[config.mk]
export PLATFORM = sky130hd
export DESIGN_NAME = pk3c_arith
export DESIGN_NICKNAME = d
export VERILOG_FILES = /design/src/rtl/pk3c_pkg.sv /design/src/rtl/pk3c_arith.sv
export VERILOG_INCLUDE_DIRS = /design/src /design/src/rtl
export SDC_FILE = /design/constraint.sdc
export NUM_CORES = 2
export LEC_CHECK = 0
export ABC_AREA = 1
export BUFFER_PORTS_ARGS = -buffer_cell sky130_fd_sc_hd__buf_2
export CAP_MARGIN = 20
export CELL_PAD_IN_SITES_DETAIL_PLACEMENT = 0
export CELL_PAD_IN_SITES_GLOBAL_PLACEMENT = 2
export CORE_UTILIZATION = 37
export DETAILED_ROUTE_END_ITERATION = 6
export GPL_TIMING_DRIVEN = 0
export PLACE_DENSITY = 0.89
export SLEW_MARGIN = 30
export SYNTH_ARGS = -nofsm -noshare
export SYNTH_HDL_FRONTEND = slang
export SYNTH_SLANG_ARGS = --single-unit
[constraint.sdc]
create_clock -name clk -period 7.8 [get_ports clk]
set_input_delay 1.56 -clock clk [delete_from_list [all_inputs] [get_ports clk]]
set_output_delay 1.56 -clock clk [all_outputs]
set_load 0.02 [all_outputs]
[src/rtl/preset_kernel_3x3_convolution_defines.svh]
// Assertion shorthands shared by the RTL; they expect clk and arst_n in scope.
`ifndef PRESET_KERNEL_3X3_CONVOLUTION_DEFINES_SVH
`define PRESET_KERNEL_3X3_CONVOLUTION_DEFINES_SVH

// property must hold at every edge outside reset
`define PK3C_ASSERT_HOLD(lbl, prop, msg) \
	lbl: assert property (@(posedge clk) disable iff (!arst_n) (prop)) else $error(msg);

// cons must hold in the cycle after ante
`define PK3C_ASSERT_NEXT(lbl, ante, cons, msg) \
	lbl: assert property (@(posedge clk) disable iff (!arst_n) (ante) |=> (cons)) else $error(msg);

`endif

[src/rtl/pk3c_pkg.sv]
package pk3c_pkg;

	localparam int MAX_WIDTH_DEF  = 1024;
	localparam int PIXEL_BITS_DEF = 16;

	typedef enum logic [1:0] {
		REG_FILTER_KIND,
		REG_MAX_VALUE,
		REG_IMAGE_WIDTH,
		REG_IMAGE_HEIGHT
	} reg_index_t;

	typedef enum logic [2:0] {
		KIND_SMOOTH,
		KIND_BLUR,
		KIND_SHARPEN,
		KIND_MEAN_REMOVAL,
		KIND_EMBOSS
	} kind_t;

	typedef struct packed {
		logic        command;
		logic [15:0] pixel_in;
	} in_word_t;

	typedef struct packed {
		logic [15:0] pixel_out;
		logic        last_pixel;
	} out_word_t;

	typedef struct packed {
		logic valid;
		logic last;
	} tap_ctl_t;

	// unknown kinds fall back to smooth
	function automatic logic [4:0] kernel_div(input logic [2:0] kind);
		logic [4:0] d;
		case (kind_t'(kind))
			KIND_BLUR:         d = 5'd16;
			KIND_SHARPEN:      d = 5'd3;
			KIND_MEAN_REMOVAL: d = 5'd1;
			KIND_EMBOSS:       d = 5'd1;
			default:           d = 5'd9;
		endcase
		return d;
	endfunction

	function automatic logic [6:0] kernel_off(input logic [2:0] kind);
		logic [6:0] o;
		case (kind_t'(kind))
			KIND_EMBOSS: o = 7'd127;
			default:     o = 7'd0;
		endcase
		return o;
	endfunction

endpackage

[src/rtl/pk3c_arith.sv]
`include "preset_kernel_3x3_convolution_defines.svh"

module pk3c_arith #(
	parameter int PIXEL_BITS = pk3c_pkg::PIXEL_BITS_DEF
) (
	input  logic                   clk,
	input  logic                   arst_n,
	input  logic [2:0]             kind,
	input  logic [15:0]            max_value,
	input  pk3c_pkg::tap_ctl_t     tap_ctl,
	input  logic [PIXEL_BITS-1:0]  taps [9],
	output logic                   tap_ready,
	output logic                   out_valid,
	input  logic                   out_stall,
	output pk3c_pkg::out_word_t    out_data
);

	localparam int SW  = PIXEL_BITS + 2;      // sum of four pixels
	localparam int AW  = PIXEL_BITS + 5;      // signed weighted sum
	localparam int K   = PIXEL_BITS + 4;      // magnitude bits
	localparam int VW  = K + 2;               // signed result after offset
	localparam int CMW = (VW > 16) ? VW + 1 : 17;
	localparam int unsigned R9  = (2 ** K) / 9;
	localparam int unsigned R16 = (2 ** K) / 16;
	localparam int unsigned R3  = (2 ** K) / 3;
	localparam int unsigned R1  = 2 ** K;

	logic v2_q, v3_q, v4_q, v5_q, v6_q, v7_q, vo_q;
	logic rdy2, rdy3, rdy4, rdy5, rdy6, rdy7, rdy_o;

	logic [PIXEL_BITS-1:0] taps_s2 [9];
	logic                  last_s2, last_s3, last_s4, last_s5, last_s6, last_s7;
	logic [SW-1:0]         corner_s3, edge_s3;
	logic [PIXEL_BITS-1:0] center_s3;
	logic signed [AW-1:0]  acc_s4;
	logic                  neg_s5, neg_s6;
	logic [K-1:0]          abs_s5, abs_s6;
	logic [2*K:0]          prod_s6;
	logic signed [VW-1:0]  val_s7;
	pk3c_pkg::out_word_t   out_q;

	logic signed [AW-1:0] cs, es, xs, acc_next;
	logic [K:0]           recip;
	logic [4:0]           dv;
	logic [K-1:0]         q0, rem, q;
	logic [K+4:0]         qd;
	logic signed [VW-1:0] qs, val_next;
	logic [CMW-1:0]       val_ext, max_ext;
	logic [15:0]          clamped;

	assign rdy_o = !vo_q || !out_stall;
	assign rdy7  = !v7_q || rdy_o;
	assign rdy6  = !v6_q || rdy7;
	assign rdy5  = !v5_q || rdy6;
	assign rdy4  = !v4_q || rdy5;
	assign rdy3  = !v3_q || rdy4;
	assign rdy2  = !v2_q || rdy3;
	assign tap_ready = rdy2;

	// weighted sum: each kernel weights all corners alike, all edges alike, and the center
	assign cs = $signed(AW'(corner_s3));
	assign es = $signed(AW'(edge_s3));
	assign xs = $signed(AW'(center_s3));

	always_comb begin
		case (pk3c_pkg::kind_t'(kind))
			pk3c_pkg::KIND_BLUR:         acc_next = cs + (es <<< 1) + (xs <<< 2);
			pk3c_pkg::KIND_SHARPEN:      acc_next = (xs <<< 3) + (xs <<< 1) + xs - (es <<< 1);
			pk3c_pkg::KIND_MEAN_REMOVAL: acc_next = (xs <<< 3) + xs - cs - es;
			pk3c_pkg::KIND_EMBOSS:       acc_next = (xs <<< 2) - cs;
			default:                     acc_next = cs + es + xs;
		endcase
	end

	always_comb begin
		case (pk3c_pkg::kind_t'(kind))
			pk3c_pkg::KIND_BLUR:         recip = (K+1)'(R16);
			pk3c_pkg::KIND_SHARPEN:      recip = (K+1)'(R3);
			pk3c_pkg::KIND_MEAN_REMOVAL: recip = (K+1)'(R1);
			pk3c_pkg::KIND_EMBOSS:       recip = (K+1)'(R1);
			default:                     recip = (K+1)'(R9);
		endcase
	end

	// reciprocal estimate is low by at most one
	assign dv       = pk3c_pkg::kernel_div(kind);
	assign q0       = prod_s6[2*K-1:K];
	assign qd       = (K+5)'(q0) * (K+5)'(dv);
	assign rem      = abs_s6 - qd[K-1:0];
	assign q        = (rem >= K'(dv)) ? q0 + K'(1) : q0;
	assign qs       = $signed(VW'(q));
	assign val_next = (neg_s6 ? -qs : qs) + $signed(VW'(pk3c_pkg::kernel_off(kind)));

	assign val_ext = CMW'(val_s7[VW-2:0]);
	assign max_ext = CMW'(max_value);
	always_comb begin
		if (val_s7 < 0) begin
			clamped = '0;
		end else if (val_ext > max_ext) begin
			clamped = max_value;
		end else begin
			clamped = val_ext[15:0];
		end
	end

	always_ff @(posedge clk or negedge arst_n) begin
		if (!arst_n) begin
			v2_q <= 1'b0;
			v3_q <= 1'b0;
			v4_q <= 1'b0;
			v5_q <= 1'b0;
			v6_q <= 1'b0;
			v7_q <= 1'b0;
			vo_q <= 1'b0;
		end else begin
			if (rdy2)  v2_q <= tap_ctl.valid;
			if (rdy3)  v3_q <= v2_q;
			if (rdy4)  v4_q <= v3_q;
			if (rdy5)  v5_q <= v4_q;
			if (rdy6)  v6_q <= v5_q;
			if (rdy7)  v7_q <= v6_q;
			if (rdy_o) vo_q <= v7_q;
		end
	end

	always_ff @(posedge clk) begin
		if (rdy2 && tap_ctl.valid) begin
			taps_s2 <= taps;
			last_s2 <= tap_ctl.last;
		end
		if (rdy3 && v2_q) begin
			corner_s3 <= SW'(taps_s2[0]) + SW'(taps_s2[2]) + SW'(taps_s2[6]) + SW'(taps_s2[8]);
			edge_s3   <= SW'(taps_s2[1]) + SW'(taps_s2[3]) + SW'(taps_s2[5]) + SW'(taps_s2[7]);
			center_s3 <= taps_s2[4];
			last_s3   <= last_s2;
		end
		if (rdy4 && v3_q) begin
			acc_s4  <= acc_next;
			last_s4 <= last_s3;
		end
		if (rdy5 && v4_q) begin
			neg_s5  <= acc_s4 < 0;
			abs_s5  <= (acc_s4 < 0) ? K'(-acc_s4) : K'(acc_s4);
			last_s5 <= last_s4;
		end
		if (rdy6 && v5_q) begin
			prod_s6 <= (2*K+1)'(abs_s5) * (2*K+1)'(recip);
			abs_s6  <= abs_s5;
			neg_s6  <= neg_s5;
			last_s6 <= last_s5;
		end
		if (rdy7 && v6_q) begin
			val_s7  <= val_next;
			last_s7 <= last_s6;
		end
		if (rdy_o && v7_q) begin
			out_q.pixel_out  <= clamped;
			out_q.last_pixel <= last_s7;
		end
	end

	assign out_valid = vo_q;
	assign out_data  = out_q;

	`PK3C_ASSERT_HOLD(a_out_clamped, out_valid |-> out_data.pixel_out <= max_value, "pixel above clamp")

endmodule

[Word-level counts from Yosys, hierarchy flattened]
Index checks and enable logic that the tools add are counted.
Operators by class
  muxes and demuxes: 8
  reduce and logical (&&, ||, !) cells: 23
  equality and inequality tests: 4
  $add $sub $neg: 22
  magnitude comparators: 4
  multiply operators: 2
Operator list (count)
  case mux 21 bit (4 select lines): 1
  case mux 21 bit (3 select lines): 1
  adder 19 x 16 -> 20 bit: 2
  multiplier 20 x 21 -> 40 bit: 1
  2-to-1 mux 20 bit: 2
  adder 17 x 16 -> 18 bit: 2
  adder 18 x 16 -> 18 bit: 2
  adder 16 x 16 -> 17 bit: 2
  adder 22 x 8 -> 22 bit: 1
  < comparator 22 x 1 -> 1 bit, second input constant: 1
  2-to-1 mux 22 bit: 1
  negator 20 -> 22 bit: 1
  adder 20 x 16 -> 21 bit: 1
  adder 20 x 18 -> 21 bit: 1
  greater-than comparator 21 x 16 -> 1 bit: 1
  < comparator 21 x 1 -> 1 bit, second input constant: 1
  subtractor 20 x 18 -> 21 bit: 1
  subtractor 21 x 19 -> 21 bit: 1
  subtractor 21 x 20 -> 21 bit: 1
  adder 18 x 19 -> 20 bit: 1
  adder 19 x 17 -> 20 bit: 1
  adder 20 x 1 -> 20 bit, second input constant: 1
  greater-or-equal comparator 20 x 5 -> 1 bit: 1
  multiplier 20 x 5 -> 20 bit: 1
  14 further kinds: 34
Storage, ports and cells
  register bits: 351

[Longest topological paths before layout]
  depth after elaboration: 10
  gate-level depth with buffers: 51
  gate-level depth less buffers: 49

[Worst setup path before layout]
OpenSTA, ideal clock, no wires.
  kind: input port to flip-flop
  start: in out_stall
  end: reg last_s2, enable pin
  buffers on the path: 0
  stages on the path: 13
  data required time: 7145 ps
  arrival: 8276 ps
  path slack: -1131 ps
  cell sequence: nand2_1 -> nor2_1 -> inv_1 -> nor2_1 -> inv_1 -> nor2_1 -> inv_1 -> nor2_1 -> inv_1 -> nor2_1 -> inv_1 -> nor2_1 -> nor2_1
On the way
  word-level cells in the longest chain between the ends: 9
Ends and longest elaborated chain
  start: declaration: RTL line pk3c_arith.sv:14  | input logic out_stall,
  zero test 1 bit: RTL line pk3c_arith.sv:51  | assign rdy_o = !vo_q || !out_stall;
  logical OR 1 bit: RTL line pk3c_arith.sv:51
  logical OR 1 bit: RTL line pk3c_arith.sv:52  | assign rdy7 = !v7_q || rdy_o;
  logical OR 1 bit: RTL line pk3c_arith.sv:53  | assign rdy6 = !v6_q || rdy7;
  logical OR 1 bit: RTL line pk3c_arith.sv:54  | assign rdy5 = !v5_q || rdy6;
  logical OR 1 bit: RTL line pk3c_arith.sv:55  | assign rdy4 = !v4_q || rdy5;
  logical OR 1 bit: RTL line pk3c_arith.sv:56  | assign rdy3 = !v3_q || rdy4;
  logical OR 1 bit: RTL line pk3c_arith.sv:57  | assign rdy2 = !v2_q || rdy3;
  logical AND 1 bit: RTL line pk3c_arith.sv:127  | if (rdy2 && tap_ctl.valid) begin
  end signal: assignment: RTL line pk3c_arith.sv:129  | last_s2 <= tap_ctl.last;
  end: declaration: RTL line pk3c_arith.sv:32  | logic last_s2, last_s3, last_s4, last_s5, last_s6, last_s7;
Every way passes these cells.
A chain may end at the register's enable or synchronous reset.

[Final worst setup path]
  start: in kind[1]
  end: reg val_s7[20] (data pin)
On the way
  word-level cells in the longest chain between the ends: 10
  elaborated cells between the ends (all ways): 14
Ends and longest elaborated chain
  start: declaration: RTL line pk3c_arith.sv:8  | input logic [2:0] kind,
  == test 3 bit or == test 3 x 2 -> 1 bit (tied branches): RTL line pk3c_pkg.sv:39, pk3c_pkg.sv:51
  OR reduction 2 bit (no source line)
  case mux 5 bit (3 select lines): RTL line pk3c_pkg.sv:39  | case (kind_t'(kind))
  multiplier 20 x 5 -> 20 bit: RTL line pk3c_arith.sv:88  | assign qd = (K+5)'(q0) * (K+5)'(dv);
  subtractor 20 bit: RTL line pk3c_arith.sv:89  | assign rem = abs_s6 - qd[K-1:0];
  greater-or-equal comparator 20 x 5 -> 1 bit: RTL line pk3c_arith.sv:90  | assign q = (rem >= K'(dv)) ? q0 + K'(1) : q0;
  2-to-1 mux 20 bit: RTL line pk3c_arith.sv:90
  negator 20 -> 22 bit: RTL line pk3c_arith.sv:92  | assign val_next = (neg_s6 ? -qs : qs) + $signed(VW'(pk3c_pkg::kernel_off(kind)));
  2-to-1 mux 22 bit: RTL line pk3c_arith.sv:92
  adder 22 x 8 -> 22 bit *: RTL line pk3c_arith.sv:92
  named net val_next[20]: RTL line pk3c_arith.sv:47  | logic signed [VW-1:0] qs, val_next;
  end signal: assignment: RTL line pk3c_arith.sv:153  | val_s7 <= val_next;
  end: declaration: RTL line pk3c_arith.sv:39  | logic signed [VW-1:0] val_s7;
The timed path passes the listed nets; every way through them passes the cells marked *.

==> results.md <==
* Mapped cell area at 0.0338 mm²
* R2R Path Start: prod_s6[26]
* Max_cap viols at 0
* DIE AREA at 0.0925 mm²
* CTS tree: yes
* Grt ovf at 0
* Root Driver: clkbuf_16
* Number of enable flip-flop cells after synthesis at 324
* Minimum clock period at 7.80 ns
* Setup TNS at 0 ns
* IO Count at approximately 190
* Worst Setup Start Kind: input port
* Clock network latency to the later pin of the worst-skew pair at 0.58 ns
* Register area share after synthesis at 29.3%
* Largest net degree at the start of global routing at 53
* Global-route wire length before repair at between 100,000 and 150,000 µm
* ANT cells at 0
* Max Fclk at between 100 and 150 MHz
* Cell family with most CP delay: adder cells
* Detailed Routing Iterations Pass 1 at 5
* DR vias at around 24k
* CP endpoint kind: flip-flop
* Drc violations at 0
* Slowest cell delay on critical path at 0.52 ns
* Post-synth top area share at 28.8%
* Max clock buf depth at 3
* Yosys top cell by area: edfxtp_1
* Commonest cells post-synth: 803 x inv_1, 477 x nand2_1, 398 x ha_1
* PortBufs at about 190
* Die Span Y at 304 µm
* Synth Area per Inst at 9.48 µm²
* RSZ-0062 raised after global routing: yes
* Syn_nets at between 4k and 5k
* CORE AREA at 0.0903 mm²
* Starting density of the core at 37.4%
* Post-synthesis async set-or-reset flop share at 2.11%
* Synth Flop Type: edfxtp_1
* CP Data Required Time at approximately 8.1 ns
* Min-delay src: last_s2
* Area delta synth->final at 18.2%
* DR iter-0 viols at 1,069
* Net count, final at just under 5k
* H-tree levels at 2
* Die Wd at 304 µm
* Share of post-route cells with drive strength above 1 at 16.2%
* Flops & latches, synth at roughly 330
* Vias per cell at between 4 and 5
* Initial antenna violation count at 2
* Wire length per cell at 16.9 µm
* Row count at 110
* CP bufs+invs at 12
* CTS Buf Count at 38
* Status: finished clean
* Min-delay worst type: reg2reg
* Reg-to-reg endpoint: val_s7[13]
* Crit Path Category: in2reg
* Worst-Margin Slew at 0.879 ns
* Slowest CP cell: fa_1
* Final setup viols at 0
* R2R setup slack at 1.01 ns
* Clk slew on worst S/H paths at 0.06 ns
* Slew Limit Fails at 0
* CP max FO at 10
* Cells on worst reg2reg path at 41
* Synth warn at 0
* CTS Sinks at 331
* Worst slew margin at 41.3%
* Main area contributors after synthesis: edfxtp_1 29%, fa_1 23%, ha_1 15%
* Worst hold path endpoint: last_s3
* Gate Count Post-Synth at 3,565
* Total Wirelength at roughly 86,000 µm
* Worst path arrival time at 8.14 ns
* Hold-critical path depth at 0
* Hold Violations, Final at 0
* Placer Congestion at ~0.9
* Top-count cell post-synth: inv_1
* Post-route antenna net violation count at 0
* GR Util All Layers at approximately a fifth
* Vias in the first global route at 25.6k
* Post-DP HPWL at roughly 72,000 µm
* Yosys cell types at 52
* Clk_skew at 0.0318 ns
* Tcrit/Tclk final at between 90% and 100%
[cell families (layout without fill, tap and decap cells)]
logic type	Yosys count	count (layout)	synth area share (%)
fa+ha+maj	784	784	37.6
compound gates	429	429	7.16
simple gates	1022	1022	12.6
xor+xnor	143	143	3.73
buf+inv	856	1211	9.55
flops	331	331	29.3
[metrics by stage]
step                setup slack, ns  cell area (µm²)  std cells  utilization, %  hold slack [ns]
floorplan                   0.00589            34100       3565               -            0.400
global placement              -2.39            36500       4927            40.4            0.401
detailed placement            -2.00            36700       4936            40.7            0.405
CTS                        -0.00119            39000       5053            43.1            0.398
global route                 -0.293            39900       5096            44.2            0.418
finish                      0.00265            39900       5096            44.2            0.399
[repair_timing]
action	4_1_cts	5_1_grt
gates resized for setup	140	173
pin swaps	57	98
buffers inserted	48	43
setup endpoints to repair	40	31
cloned	0	1
hold buffers	0	0
[routing by layer]
| layer | routed length (µm) | part of all wire (%) | GRT usage (%) |
|---|---|---|---|
| met1 | 37900 | 44 | 24.0 |
| met2 | 42500 | 49 | 33.6 |
| met3 | 3710 | 4.3 | 2.54 |
| met4 | 2070 | 2.4 | 4.98 |
| met5 | 13 | 0.015 | 0 |
[cell usage in the layout (no fill, tap or decap), drive strengths merged, types with 62 or more instances in the layout]
master	Yosys	final
o21ai	117	117
fa	386	386
ha	398	398
nor2	346	346
buf	16	304
xor2	102	102
a21oi	205	205
nand3	99	99
clkbuf	22	62
nand2	486	486
inv	817	823
edfxtp	324	324
[how the worst max path moves through the flow]
stage          startpoint          end  cells after the start
3_3_place_gp      kind[2]  prod_s6[39]                     29
2_1_floorplan     kind[2]   val_s7[17]                     43
4_1_cts           kind[2]   val_s7[19]                     50
3_5_place_dp      kind[2]  prod_s6[39]                     29
6_report          kind[1]   val_s7[20]                     45
5_1_grt           kind[2]   val_s7[19]                     47
[sequential cells by signal, indices dropped and copies added, names as in the netlist, 16 cells and up]
signal,cells
abs_s5,20
abs_s6,20
acc_s4,21
center_s3,16
corner_s3,18
edge_s3,18
out_data,17
prod_s6,20
taps_s2,144
val_s7,22
[layout make-up]
class	instances	area [µm²]
buffer	38	402
clock buffer	42	987
clock inverter	27	305
fill	8752	50400
inverter	818	3120
multi-input combinational	2378	21800
sequential	331	9900
tap	1176	1470
timing repair buffer	286	1930
Power is not shown: default switching activity piles up to over one toggle a cycle in this logic, so the estimate is an artifact.
